`config.mk`:
```
export PLATFORM = sky130hd
export DESIGN_NAME = four_wheel_velocity_mixer_unit
export DESIGN_NICKNAME = d
export VERILOG_FILES = /design/src/sv/fwvm_pkg.sv /design/src/sv/four_wheel_velocity_mixer_unit.sv /design/src/sv/fwvm_scale_div.sv
export SDC_FILE = /design/constraint.sdc
export NUM_CORES = 2
export LEC_CHECK = 0
export BUFFER_PORTS_ARGS = -buffer_cell sky130_fd_sc_hd__buf_2
export CORE_UTILIZATION = 64
export CTS_CLUSTER_SIZE = 14
export DETAILED_ROUTE_END_ITERATION = 8
export GPL_ROUTABILITY_DRIVEN = 0
export PLACE_DENSITY = 0.81
export SLEW_MARGIN = 20
export SYNTH_ARGS = -nofsm -noshare
export SYNTH_HDL_FRONTEND = slang
export SYNTH_SLANG_ARGS = --single-unit
```
`constraint.sdc`:
```
create_clock -name clk -period 8.9 [get_ports clk]
set_clock_uncertainty 0.05 [all_clocks]
set_input_delay 0.89 -clock clk [delete_from_list [all_inputs] [get_ports clk]]
set_output_delay 0.89 -clock clk [all_outputs]
set_load 0.01 [all_outputs]
```
`src/sv/fwvm_pkg.sv`:
```
// fwvm_pkg: widths, register codes, reset values and the sideband word type
// shared by the mecanum velocity mixer top level and its scaling divider.
// No dependencies.
package fwvm_pkg;

  // configuration register indexes
  typedef enum logic [1:0] {
    REG_DEADZONE     = 2'd0,
    REG_AXIS_GAIN    = 2'd1,
    REG_OUTPUT_LIMIT = 2'd2
  } cfg_reg_t;

  localparam int CFG_DATA_W = 10;

  localparam int AXIS_W  = 8;
  localparam int DZ_W    = 7;
  localparam int GAIN_W  = 10;
  localparam int LIMIT_W = 8;

  localparam logic [DZ_W-1:0]    DEADZONE_RST = 7'd20;
  localparam logic [GAIN_W-1:0]  GAIN_RST     = 10'd1000;
  localparam logic [LIMIT_W-1:0] LIMIT_RST    = 8'd255;

  // magnitude * gain, at most 128 * 1023
  localparam int PROD_W = 17;
  // floor(p / 127) == (p * 132105) >> 24 for every p below 2^17
  localparam int                RECIP_W     = 18;
  localparam logic [RECIP_W-1:0] RECIP_127  = 18'd132105;
  localparam int                RECIP_SHIFT = 24;
  localparam int                SCALED_W    = PROD_W + RECIP_W;
  localparam int                VEL_W       = SCALED_W - RECIP_SHIFT;

  // wheel command: sum of three velocities
  localparam int CMD_W = 13;
  localparam int MAG_W = 12;

  // normalization divider: (mag * limit) / max, quotient below 256
  localparam int NUM_W  = MAG_W + LIMIT_W;
  localparam int QUOT_W = 8;
  localparam int WHEELS = 4;

  typedef struct packed {
    logic [WHEELS-1:0]             dir;
    logic [WHEELS-1:0][QUOT_W-1:0] mag_lo;
    logic                          scale;
  } fwvm_side_t;

endpackage

```
`src/sv/four_wheel_velocity_mixer_unit.sv`:
```
// four_wheel_velocity_mixer_unit: mecanum inverse kinematics with deadzone,
// gain scaling and proportional normalization. Depends on fwvm_pkg, fwvm_scale_div.
//
//   channel  | signals                                   | handshake
//   ---------+-------------------------------------------+---------------------------
//   command  | forward_axis, strafe_axis, rotate_axis    | start & !busy
//   result   | wheelN_forward, wheelN_speed (N = 1..4)   | done, one cycle, no stall
//   config   | cfg_index, cfg_data                       | cfg_valid & cfg_ready
//
// One word accepted per cycle; each result passes through the 5 front stages
// (capture, gain multiply, divide by 127, mix, max/numerator), then the 8-stage
// normalization divider and the output register.
// Synchronous reset clears all valid bits and loads the register defaults;
// busy and !cfg_ready only during reset. Results are never held back.
module four_wheel_velocity_mixer_unit (
  input  logic                              clk,
  input  logic                              rst,
  input  logic                              start,
  output logic                              busy,
  input  logic signed [fwvm_pkg::AXIS_W-1:0] forward_axis,
  input  logic signed [fwvm_pkg::AXIS_W-1:0] strafe_axis,
  input  logic signed [fwvm_pkg::AXIS_W-1:0] rotate_axis,
  input  logic                              cfg_valid,
  output logic                              cfg_ready,
  input  logic [1:0]                        cfg_index,
  input  logic [fwvm_pkg::CFG_DATA_W-1:0]   cfg_data,
  output logic                              done,
  output logic                              wheel1_forward,
  output logic [7:0]                        wheel1_speed,
  output logic                              wheel2_forward,
  output logic [7:0]                        wheel2_speed,
  output logic                              wheel3_forward,
  output logic [7:0]                        wheel3_speed,
  output logic                              wheel4_forward,
  output logic [7:0]                        wheel4_speed
);

  localparam int W = fwvm_pkg::WHEELS;

  // ---------------------------------------------------------------- config
  logic [fwvm_pkg::DZ_W-1:0]    deadzone;
  logic [fwvm_pkg::GAIN_W-1:0]  axis_gain;
  logic [fwvm_pkg::LIMIT_W-1:0] output_limit;
  logic                         accept;

  assign busy      = rst;
  assign cfg_ready = !rst;
  assign accept    = start && !busy;

  always_ff @(posedge clk) begin
    if (rst) begin
      deadzone     <= fwvm_pkg::DEADZONE_RST;
      axis_gain    <= fwvm_pkg::GAIN_RST;
      output_limit <= fwvm_pkg::LIMIT_RST;
    end else if (cfg_valid && cfg_ready) begin
      unique case (fwvm_pkg::cfg_reg_t'(cfg_index))
        fwvm_pkg::REG_DEADZONE:     deadzone     <= cfg_data[fwvm_pkg::DZ_W-1:0];
        fwvm_pkg::REG_AXIS_GAIN:    axis_gain    <= cfg_data[fwvm_pkg::GAIN_W-1:0];
        fwvm_pkg::REG_OUTPUT_LIMIT: output_limit <= cfg_data[fwvm_pkg::LIMIT_W-1:0];
        default: ;  // unmapped index, write dropped
      endcase
    end
  end

  // ---------------------------------------------------------------- stage 1: capture
  logic                             s1_valid;
  logic [2:0][fwvm_pkg::AXIS_W-1:0] s1_axis;

  always_ff @(posedge clk) begin
    if (rst) begin
      s1_valid <= 1'b0;
    end else begin
      s1_valid <= accept;
    end
    if (accept) begin
      s1_axis[0] <= forward_axis;
      s1_axis[1] <= strafe_axis;
      s1_axis[2] <= rotate_axis;
    end
  end

  // ---------------------------------------------------------------- stage 2: deadzone, gain
  // -128 gives magnitude 128 (0x80), which fits the unsigned byte
  logic [2:0][fwvm_pkg::AXIS_W-1:0] s1_mag;
  logic [2:0][fwvm_pkg::AXIS_W-1:0] s1_gated;
  logic [2:0][fwvm_pkg::PROD_W-1:0] s1_prod;

  always_comb begin
    for (int i = 0; i < 3; i++) begin
      s1_mag[i]   = s1_axis[i][fwvm_pkg::AXIS_W-1] ? (~s1_axis[i] + 8'd1) : s1_axis[i];
      s1_gated[i] = (s1_mag[i] < {1'b0, deadzone}) ? '0 : s1_mag[i];
      s1_prod[i]  = {{(fwvm_pkg::PROD_W-fwvm_pkg::AXIS_W){1'b0}}, s1_gated[i]}
                  * {{(fwvm_pkg::PROD_W-fwvm_pkg::GAIN_W){1'b0}}, axis_gain};
    end
  end

  logic                             s2_valid;
  logic [2:0][fwvm_pkg::PROD_W-1:0] s2_prod;
  logic [2:0]                       s2_neg;

  always_ff @(posedge clk) begin
    if (rst) begin
      s2_valid <= 1'b0;
    end else begin
      s2_valid <= s1_valid;
    end
    s2_prod <= s1_prod;
    for (int i = 0; i < 3; i++) begin
      s2_neg[i] <= s1_axis[i][fwvm_pkg::AXIS_W-1];
    end
  end

  // ---------------------------------------------------------------- stage 3: divide by 127
  logic [2:0][fwvm_pkg::SCALED_W-1:0] s2_scaled;

  always_comb begin
    for (int i = 0; i < 3; i++) begin
      s2_scaled[i] = {{fwvm_pkg::RECIP_W{1'b0}}, s2_prod[i]}
                   * {{fwvm_pkg::PROD_W{1'b0}}, fwvm_pkg::RECIP_127};
    end
  end

  logic                            s3_valid;
  logic [2:0][fwvm_pkg::VEL_W-1:0] s3_vel;
  logic [2:0]                      s3_neg;

  always_ff @(posedge clk) begin
    if (rst) begin
      s3_valid <= 1'b0;
    end else begin
      s3_valid <= s2_valid;
    end
    for (int i = 0; i < 3; i++) begin
      s3_vel[i] <= s2_scaled[i][fwvm_pkg::SCALED_W-1:fwvm_pkg::RECIP_SHIFT];
    end
    s3_neg <= s2_neg;
  end

  // ---------------------------------------------------------------- stage 4: wheel mix
  logic signed [fwvm_pkg::CMD_W-1:0] sv  [3];
  logic signed [fwvm_pkg::CMD_W-1:0] cmd [W];
  logic signed [fwvm_pkg::CMD_W-1:0] neg_cmd [W];
  logic [W-1:0]                      s3_dir;
  logic [W-1:0][fwvm_pkg::MAG_W-1:0] s3_mag;

  always_comb begin
    for (int i = 0; i < 3; i++) begin
      sv[i] = $signed({2'b00, s3_vel[i]});
      if (s3_neg[i]) begin
        sv[i] = -$signed({2'b00, s3_vel[i]});
      end
    end
    cmd[0] =  sv[0] + sv[1] + sv[2];
    cmd[1] =  sv[0] - sv[1] - sv[2];
    cmd[2] = -sv[0] - sv[1] + sv[2];
    cmd[3] = -sv[0] + sv[1] - sv[2];
    for (int k = 0; k < W; k++) begin
      neg_cmd[k] = -cmd[k];
      s3_dir[k]  = !cmd[k][fwvm_pkg::CMD_W-1] && (cmd[k] != '0);
      s3_mag[k]  = cmd[k][fwvm_pkg::CMD_W-1] ? neg_cmd[k][fwvm_pkg::MAG_W-1:0]
                                             : cmd[k][fwvm_pkg::MAG_W-1:0];
    end
  end

  logic                              s4_valid;
  logic [W-1:0]                      s4_dir;
  logic [W-1:0][fwvm_pkg::MAG_W-1:0] s4_mag;

  always_ff @(posedge clk) begin
    if (rst) begin
      s4_valid <= 1'b0;
    end else begin
      s4_valid <= s3_valid;
    end
    s4_dir <= s3_dir;
    s4_mag <= s3_mag;
  end

  // ---------------------------------------------------------------- stage 5: max, numerators
  // scaling happens only when max > limit; then every mag <= max keeps the
  // quotient below 256, so eight divider stages are enough
  logic [fwvm_pkg::MAG_W-1:0]        max01;
  logic [fwvm_pkg::MAG_W-1:0]        max23;
  logic [fwvm_pkg::MAG_W-1:0]        s4_max;
  logic [W-1:0][fwvm_pkg::NUM_W-1:0] s4_num;
  fwvm_pkg::fwvm_side_t              s4_side;

  always_comb begin
    max01  = (s4_mag[0] > s4_mag[1]) ? s4_mag[0] : s4_mag[1];
    max23  = (s4_mag[2] > s4_mag[3]) ? s4_mag[2] : s4_mag[3];
    s4_max = (max01 > max23) ? max01 : max23;
    s4_side.dir   = s4_dir;
    s4_side.scale = s4_max >
                    {{(fwvm_pkg::MAG_W-fwvm_pkg::LIMIT_W){1'b0}}, output_limit};
    for (int k = 0; k < W; k++) begin
      s4_num[k] = {{fwvm_pkg::LIMIT_W{1'b0}}, s4_mag[k]}
                * {{fwvm_pkg::MAG_W{1'b0}}, output_limit};
      s4_side.mag_lo[k] = s4_mag[k][fwvm_pkg::QUOT_W-1:0];
    end
  end

  logic                              s5_valid;
  logic [W-1:0][fwvm_pkg::NUM_W-1:0] s5_num;
  logic [fwvm_pkg::MAG_W-1:0]        s5_max;
  fwvm_pkg::fwvm_side_t              s5_side;

  always_ff @(posedge clk) begin
    if (rst) begin
      s5_valid <= 1'b0;
    end else begin
      s5_valid <= s4_valid;
    end
    s5_num  <= s4_num;
    s5_max  <= s4_max;
    s5_side <= s4_side;
  end

  // ---------------------------------------------------------------- normalization divider
  logic                               dv_valid;
  logic [W-1:0][fwvm_pkg::QUOT_W-1:0] dv_quot;
  fwvm_pkg::fwvm_side_t               dv_side;

  fwvm_scale_div u_div (
    .clk       (clk),
    .rst       (rst),
    .in_valid  (s5_valid),
    .in_num    (s5_num),
    .in_den    (s5_max),
    .in_side   (s5_side),
    .out_valid (dv_valid),
    .out_quot  (dv_quot),
    .out_side  (dv_side)
  );

  // ---------------------------------------------------------------- output register
  logic [W-1:0]                       res_dir;
  logic [W-1:0][fwvm_pkg::QUOT_W-1:0] res_speed;

  always_ff @(posedge clk) begin
    if (rst) begin
      done <= 1'b0;
    end else begin
      done <= dv_valid;
    end
    res_dir   <= dv_side.dir;
    res_speed <= dv_side.scale ? dv_quot : dv_side.mag_lo;
  end

  assign wheel1_forward = res_dir[0];
  assign wheel1_speed   = res_speed[0];
  assign wheel2_forward = res_dir[1];
  assign wheel2_speed   = res_speed[1];
  assign wheel3_forward = res_dir[2];
  assign wheel3_speed   = res_speed[2];
  assign wheel4_forward = res_dir[3];
  assign wheel4_speed   = res_speed[3];

  // ---------------------------------------------------------------- checks
  // every accepted word is followed by its done strobe
  a_latency: assert property (@(posedge clk) disable iff (rst)
    (start && !busy) |-> ##14 done)
    else $error("result strobe missing for accepted word");

  // no strobe without a word in flight
  a_no_spurious: assert property (@(posedge clk) disable iff (rst)
    done |-> $past(dv_valid))
    else $error("result strobe without divider output");

  // wheel1 + wheel2 = -(wheel3 + wheel4): the pairs cannot both be all-forward
  a_pair_dir: assert property (@(posedge clk) disable iff (rst)
    (done && wheel1_forward && wheel2_forward) |-> !(wheel3_forward && wheel4_forward))
    else $error("inconsistent wheel directions");

endmodule

```
`src/sv/fwvm_scale_div.sv`:
```
// fwvm_scale_div: four-lane restoring divider, one quotient bit per stage,
// shared divisor, sideband word carried alongside. Depends on fwvm_pkg.
module fwvm_scale_div (
  input  logic                                               clk,
  input  logic                                               rst,
  input  logic                                               in_valid,
  input  logic [fwvm_pkg::WHEELS-1:0][fwvm_pkg::NUM_W-1:0]   in_num,
  input  logic [fwvm_pkg::MAG_W-1:0]                         in_den,
  input  fwvm_pkg::fwvm_side_t                               in_side,
  output logic                                               out_valid,
  output logic [fwvm_pkg::WHEELS-1:0][fwvm_pkg::QUOT_W-1:0]  out_quot,
  output fwvm_pkg::fwvm_side_t                               out_side
);

  localparam int STAGES = fwvm_pkg::QUOT_W;

  logic                                             valid [0:STAGES];
  logic [fwvm_pkg::WHEELS-1:0][fwvm_pkg::NUM_W-1:0]  rem  [0:STAGES];
  logic [fwvm_pkg::WHEELS-1:0][fwvm_pkg::QUOT_W-1:0] quot [0:STAGES];
  logic [fwvm_pkg::MAG_W-1:0]                       den  [0:STAGES];
  fwvm_pkg::fwvm_side_t                             side [0:STAGES];

  assign valid[0] = in_valid;
  assign rem[0]   = in_num;
  assign quot[0]  = '0;
  assign den[0]   = in_den;
  assign side[0]  = in_side;

  for (genvar j = 0; j < STAGES; j++) begin : g_stage
    // stage j settles quotient bit STAGES-1-j
    logic [fwvm_pkg::NUM_W-1:0] dsh;
    assign dsh = fwvm_pkg::NUM_W'(den[j]) << (STAGES - 1 - j);

    always_ff @(posedge clk) begin
      if (rst) begin
        valid[j+1] <= 1'b0;
      end else begin
        valid[j+1] <= valid[j];
      end
      den[j+1]  <= den[j];
      side[j+1] <= side[j];
      for (int l = 0; l < fwvm_pkg::WHEELS; l++) begin
        if (rem[j][l] >= dsh) begin
          rem[j+1][l]  <= rem[j][l] - dsh;
          quot[j+1][l] <= {quot[j][l][fwvm_pkg::QUOT_W-2:0], 1'b1};
        end else begin
          rem[j+1][l]  <= rem[j][l];
          quot[j+1][l] <= {quot[j][l][fwvm_pkg::QUOT_W-2:0], 1'b0};
        end
      end
    end
  end

  assign out_valid = valid[STAGES];
  assign out_quot  = quot[STAGES];
  assign out_side  = side[STAGES];

endmodule

```
== After elaboration in Yosys (flattened, before gate mapping) ==
Cells that the tools add are included.

* Memories kept: 0
* Memory bits (writable): 0
* Latch bits: 0
* Register bits after elaboration: 1454
* ROM bits: 0
* Word-level logic and storage cells: 361
* Output and inout port bits: 39

* Shift-type cells: 0
* Multipliers: 10
* $add $sub $neg: 47
* Reduce and logical (&&, ||, !) cells: 19
* Muxes and demuxes: 77
* Eq/ne operators: 2
* Bitwise gates (word level): 3
* Magnitude comparators: 39
* Div/mod/pow operators: 0

{| class="wikitable"
|+ Operators by type and width
! kind !! number
|-
| 2-to-1 mux 20 bit || 28
|-
| multiplier 17 x 18 -> 35 bit, second input constant || 3
|-
| 2-to-1 mux 12 bit || 7
|-
| >= comparator 20 x 12 -> 1 bit || 4
|-
| >= comparator 20 x 13 -> 1 bit || 4
|-
| >= comparator 20 x 14 -> 1 bit || 4
|-
| >= comparator 20 x 15 -> 1 bit || 4
|-
| >= comparator 20 x 16 -> 1 bit || 4
|-
| >= comparator 20 x 17 -> 1 bit || 4
|-
| >= comparator 20 x 18 -> 1 bit || 4
|-
| >= comparator 20 x 19 -> 1 bit || 4
|-
| multiplier 12 x 8 -> 20 bit || 4
|-
| subtractor 20 x 13 -> 20 bit || 4
|-
| subtractor 20 x 14 -> 20 bit || 4
|-
| subtractor 20 x 15 -> 20 bit || 4
|-
| subtractor 20 x 16 -> 20 bit || 4
|-
| subtractor 20 x 17 -> 20 bit || 4
|-
| subtractor 20 x 18 -> 20 bit || 4
|-
| subtractor 20 x 19 -> 20 bit || 4
|-
| adder 13 bit || 4
|-
| nonzero test 13 bit || 4
|-
| subtractor 13 bit || 4
|-
| multiplier 8 x 10 -> 17 bit || 3
|-
| 2-to-1 mux 8 bit || 6
|-
| 17 further kinds || 74
|}

== Logic depth before layout (Yosys ltp) ==
* Word-level depth: 7
* Mapped depth: 33
* Mapped depth without buffers: 33

== By module ==
From an unflattened synthesis, not the netlist that was laid out.

* Cells, all modules: 8784
* Area, all modules: 85200.5 sq um

{| class="wikitable"
|+ By module, submodules not included
! module !! cells an instance !! area each (sq um) !! times used
|-
| fwvm_scale_div || 4464 || 45377.3 || 1
|-
| four_wheel_velocity_mixer_unit || 4320 || 39823.2 || 1
|}

== Least setup slack after synthesis ==
Ideal clock, no wire load.

* Path type: flip-flop to flip-flop
* Start: register s1_axis[0] in the netlist's numbering
* End: register s2_prod[16] in the netlist's numbering
* Data required time: 8727 ps
* Setup time: 123 ps
* Path buffers: 0
* Data arrival time: 6350 ps
* Stages on the path, launching flop included: 31
* Setup slack: 2377 ps
* Period minus slack after synthesis: 6523 ps
* Cells stage by stage: edfxtp_1 -> inv_1 -> ha_1 -> nand2_1 -> o21ai_0 -> ha_1 -> a21boi_0 -> o21ai_0 -> nand2b_1 -> a21o_1 -> a21o_1 -> a21o_1 -> a211oi_1 -> nor2b_1 -> and2_1 -> fa_1 -> inv_1 -> fa_1 -> inv_1 -> fa_1 -> inv_1 -> fa_1 -> inv_1 -> ha_1 -> a21oi_1 -> o21ai_0 -> a41oi_1 -> a211oi_1 -> a21o_1 -> a21oi_1 -> xor2_1

{| class="wikitable"
|+ RTL lines
! what !! RTL line !! source
|-
| from (decl) || four_wheel_velocity_mixer_unit.sv:67 || <nowiki>logic [2:0][fwvm_pkg::AXIS_W-1:0] s1_axis;</nowiki>
|-
| to (signal assigned) || four_wheel_velocity_mixer_unit.sv:107 || <nowiki>s2_prod <= s1_prod;</nowiki>
|-
| to (decl) || four_wheel_velocity_mixer_unit.sv:98 || <nowiki>logic [2:0][fwvm_pkg::PROD_W-1:0] s2_prod;</nowiki>
|}

==> flow_summary.ini <==
[setup_path]
cp_top_family = adder cells
cp_slowest_stage_delay_ns = 0.62
crit_top_cell = inv_1
path_max_fanout = 10
worstSetupEndpointType = flop
start_kind = flop
cp.arrival_ns = 8.05
cp.buffers_inverters = 5
slowest_stage = a211oi_1
crit_type = flop to flop
worst_ep_required_time_ns = 9.55

[layout]
drive_gt1_share_pct = 5.998
finalNetCount = 10210
utilization_pct = 70.27
stdcell_count = 10420
syn_to_final_growth_pct = 8.684

[placement]
dp_hpwl_um = 154600
dpl_worst_slack_ns = 1.544
port_buffers = 78
dp.cells = 10160

[logic_synthesis]
synth_fp_nets = 10130
ys.flop_type = dfxtp_1
synth-async-reset-ratio_pct = 0
synth-edff-count = 24
synth-seq-area-share_pct = 34.63
syn_area_um2 = 82660
yosys_warnings = 0
ys_ff_latch = 1418
synth_cell_types = 87
netlist_instances = 8562
syn_area_per_cell_um2 = 9.654

[global_route]
overflow = 0
grt_usage_pct = 30.62
antenna_found_initial = 7
grt_pass1_vias = 62110
grt_max_degree = 48
grt_pass1_wl_um = 318400

[timing]
fin_ws_ns = 1.500
worstMarginPinSlew_ns = 1.073
finalHoldViolCount = 0
fmax_mhz = 135.1
max_slew_margin_pct = 28.48
fin_crit_sh_pct = 83.15
fin_crit_ns = 7.400
tns_ns = 0
rsz0062_at_grt = false
setup_viol = 0
slew_violations = 0

[die]
rows = 131
chipWidth_um = 361.4
io_pins = 79
die_area_um2 = 130600
die_h_um = 361.4
start_util_pct = 64.65
coreArea_um2 = 127800

[clock_network]
cts_root_buf = clkbuf_16
cts.clk_slew.worst_paths_ns = 0.06
numCtsBuffers = 144
cts_tree = yes
cts_resized = 0
h-tree-depth = 4
clk_latency_ns = 0.78
cts.sinks = 1418
holdBufCountCts = 0
clock_path_buffers = 3
post_cts_buffers = 0

[route]
wl_um = 199800
drc_errors = 0
final_antenna_net_count = 0
firstDrtPassIters = 6
wl_per_cell_um = 19.18
drtIter0Drc = 4031
vias_per_cell = 5.806
vias = 60480

[job]
max_cap_violations = 0

[run_status]
status = finished, final reports clean

[min_path]
holdCritPathClass = input port to flop
-- cell type report --
type / count / area (um2)
Multi-Input combinational cell: 5944 / 49550
Fill cell: 8954 / 38010
Sequential cell: 1418 / 28630
Clock buffer: 193 / 4124
Inverter: 1013 / 3802
Tap cell: 1662 / 2079
Clock inverter: 64 / 929.6
Timing Repair Buffer: 121 / 713.2
Antenna cell: 2 / 5.005
-- synth_stat cells (all sizes together) (185+ instances only) --
master  count  share of area, %
fa        494                12
o21ai     361               2.2
xor2      185               2.0
ha       1032                16
xnor2     390               4.2
nor2      523               2.4
dfxtp    1394                34
a21oi     439               2.7
nand2     677               3.1
inv      1008               4.6
and2      313               2.4
-- placed cells by master, fill, tap and decap left out, types with 23 or more instances in the layout --
cell type / instances
dfxtp_1: 1393
ha_1: 1032
inv_1: 1008
nand2_1: 677
nor2_1: 523
fa_1: 494
a21oi_1: 438
xnor2_1: 388
o21ai_0: 356
and2_1: 313
xor2_1: 182
a21o_1: 172
clkbuf_16: 149
nor2b_1: 131
nor3_1: 117
nand3_1: 98
mux2_2: 95
nand2b_1: 92
buf_2: 78
a21boi_0: 72
nor4_1: 68
o21a_1: 66
nand4_1: 61
or3_1: 51
o31ai_1: 46
mux2i_1: 45
buf_4: 43
a211oi_1: 34
a31oi_1: 31
nor4b_1: 28
o21bai_1: 27
o211ai_1: 27
or2_2: 27
and3_1: 26
edfxtp_1: 24
clkbuf_8: 23
-- per-layer routing --
metal	part of all wire (%)	routed length, um	vias up	GRT usage (%)
met5	0.016	31	-	0
met4	7.6	15270	4	21.10
met3	6.4	12740	733	4.974
met2	47	92910	2277	51.74
met1	39	78840	28780	35.67
li1	-	-	28690	-
-- metrics by stage --
step	hold slack [ns]	instance area [um2]
after floorplan	0.2596	82660
after global routing	0.2087	89830
after global placement	0.2596	84760
after CTS	0.1901	89810
final	0.2313	89840
after detailed placement	0.2621	84760
-- registers in the layout (all words and copies together) (netlist names), 32 cells and up --
register,flops
u_div.side,245
s4_mag,46
u_div.quot,112
u_div.rem,546
s3_vel,33
s2_prod,51
u_div.out_quot,32
u_div.den,84
s5_side,35
u_div.out_side,35
s5_num,78
-- worst reg2reg max path, delay by kind of cell (launching register included) --
| kind | cells | cell delay (ns) |
|---|---|---|
| AOI/OAI and AO/OA | 13 | 2.76 |
| xor gates and xnor gates | 1 | 0.16 |
| adders and majority gates | 7 | 2.86 |
| buffers and inverters | 5 | 0.33 |
| DFF | 1 | 0.38 |
| and+or+nand+nor | 4 | 0.79 |
-- kinds of logic after synthesis --
family                     Yosys count  share of synthesized area [%]
buffers and inverters             1200                          5.484
DFF                               1418                          34.63
AOI/OAI and AO/OA                 1411                          10.67
and+or+nand+nor                   2292                          13.65
muxes                              140                          1.839
xor gates and xnor gates           575                          6.138
adders and majority gates         1526                          27.59
-- worst paths after layout --
check / from / end / slack [ns] / depth (start not counted)
setup / recovery: s1_axis[8] / s2_prod[33] / 1.50 / 30
setup reg to reg: s1_axis[8] / s2_prod[33] / 1.50 / 30
hold reg to reg: u_div.side[215] / u_div.side[178] / 0.26 / 0
hold / removal: forward_axis[0] / s1_axis[0] / 0.23 / 1
Power is left out: the tool's default activity adds up to more than one toggle a clock period on the data nets, which glitch-free logic cannot reach.
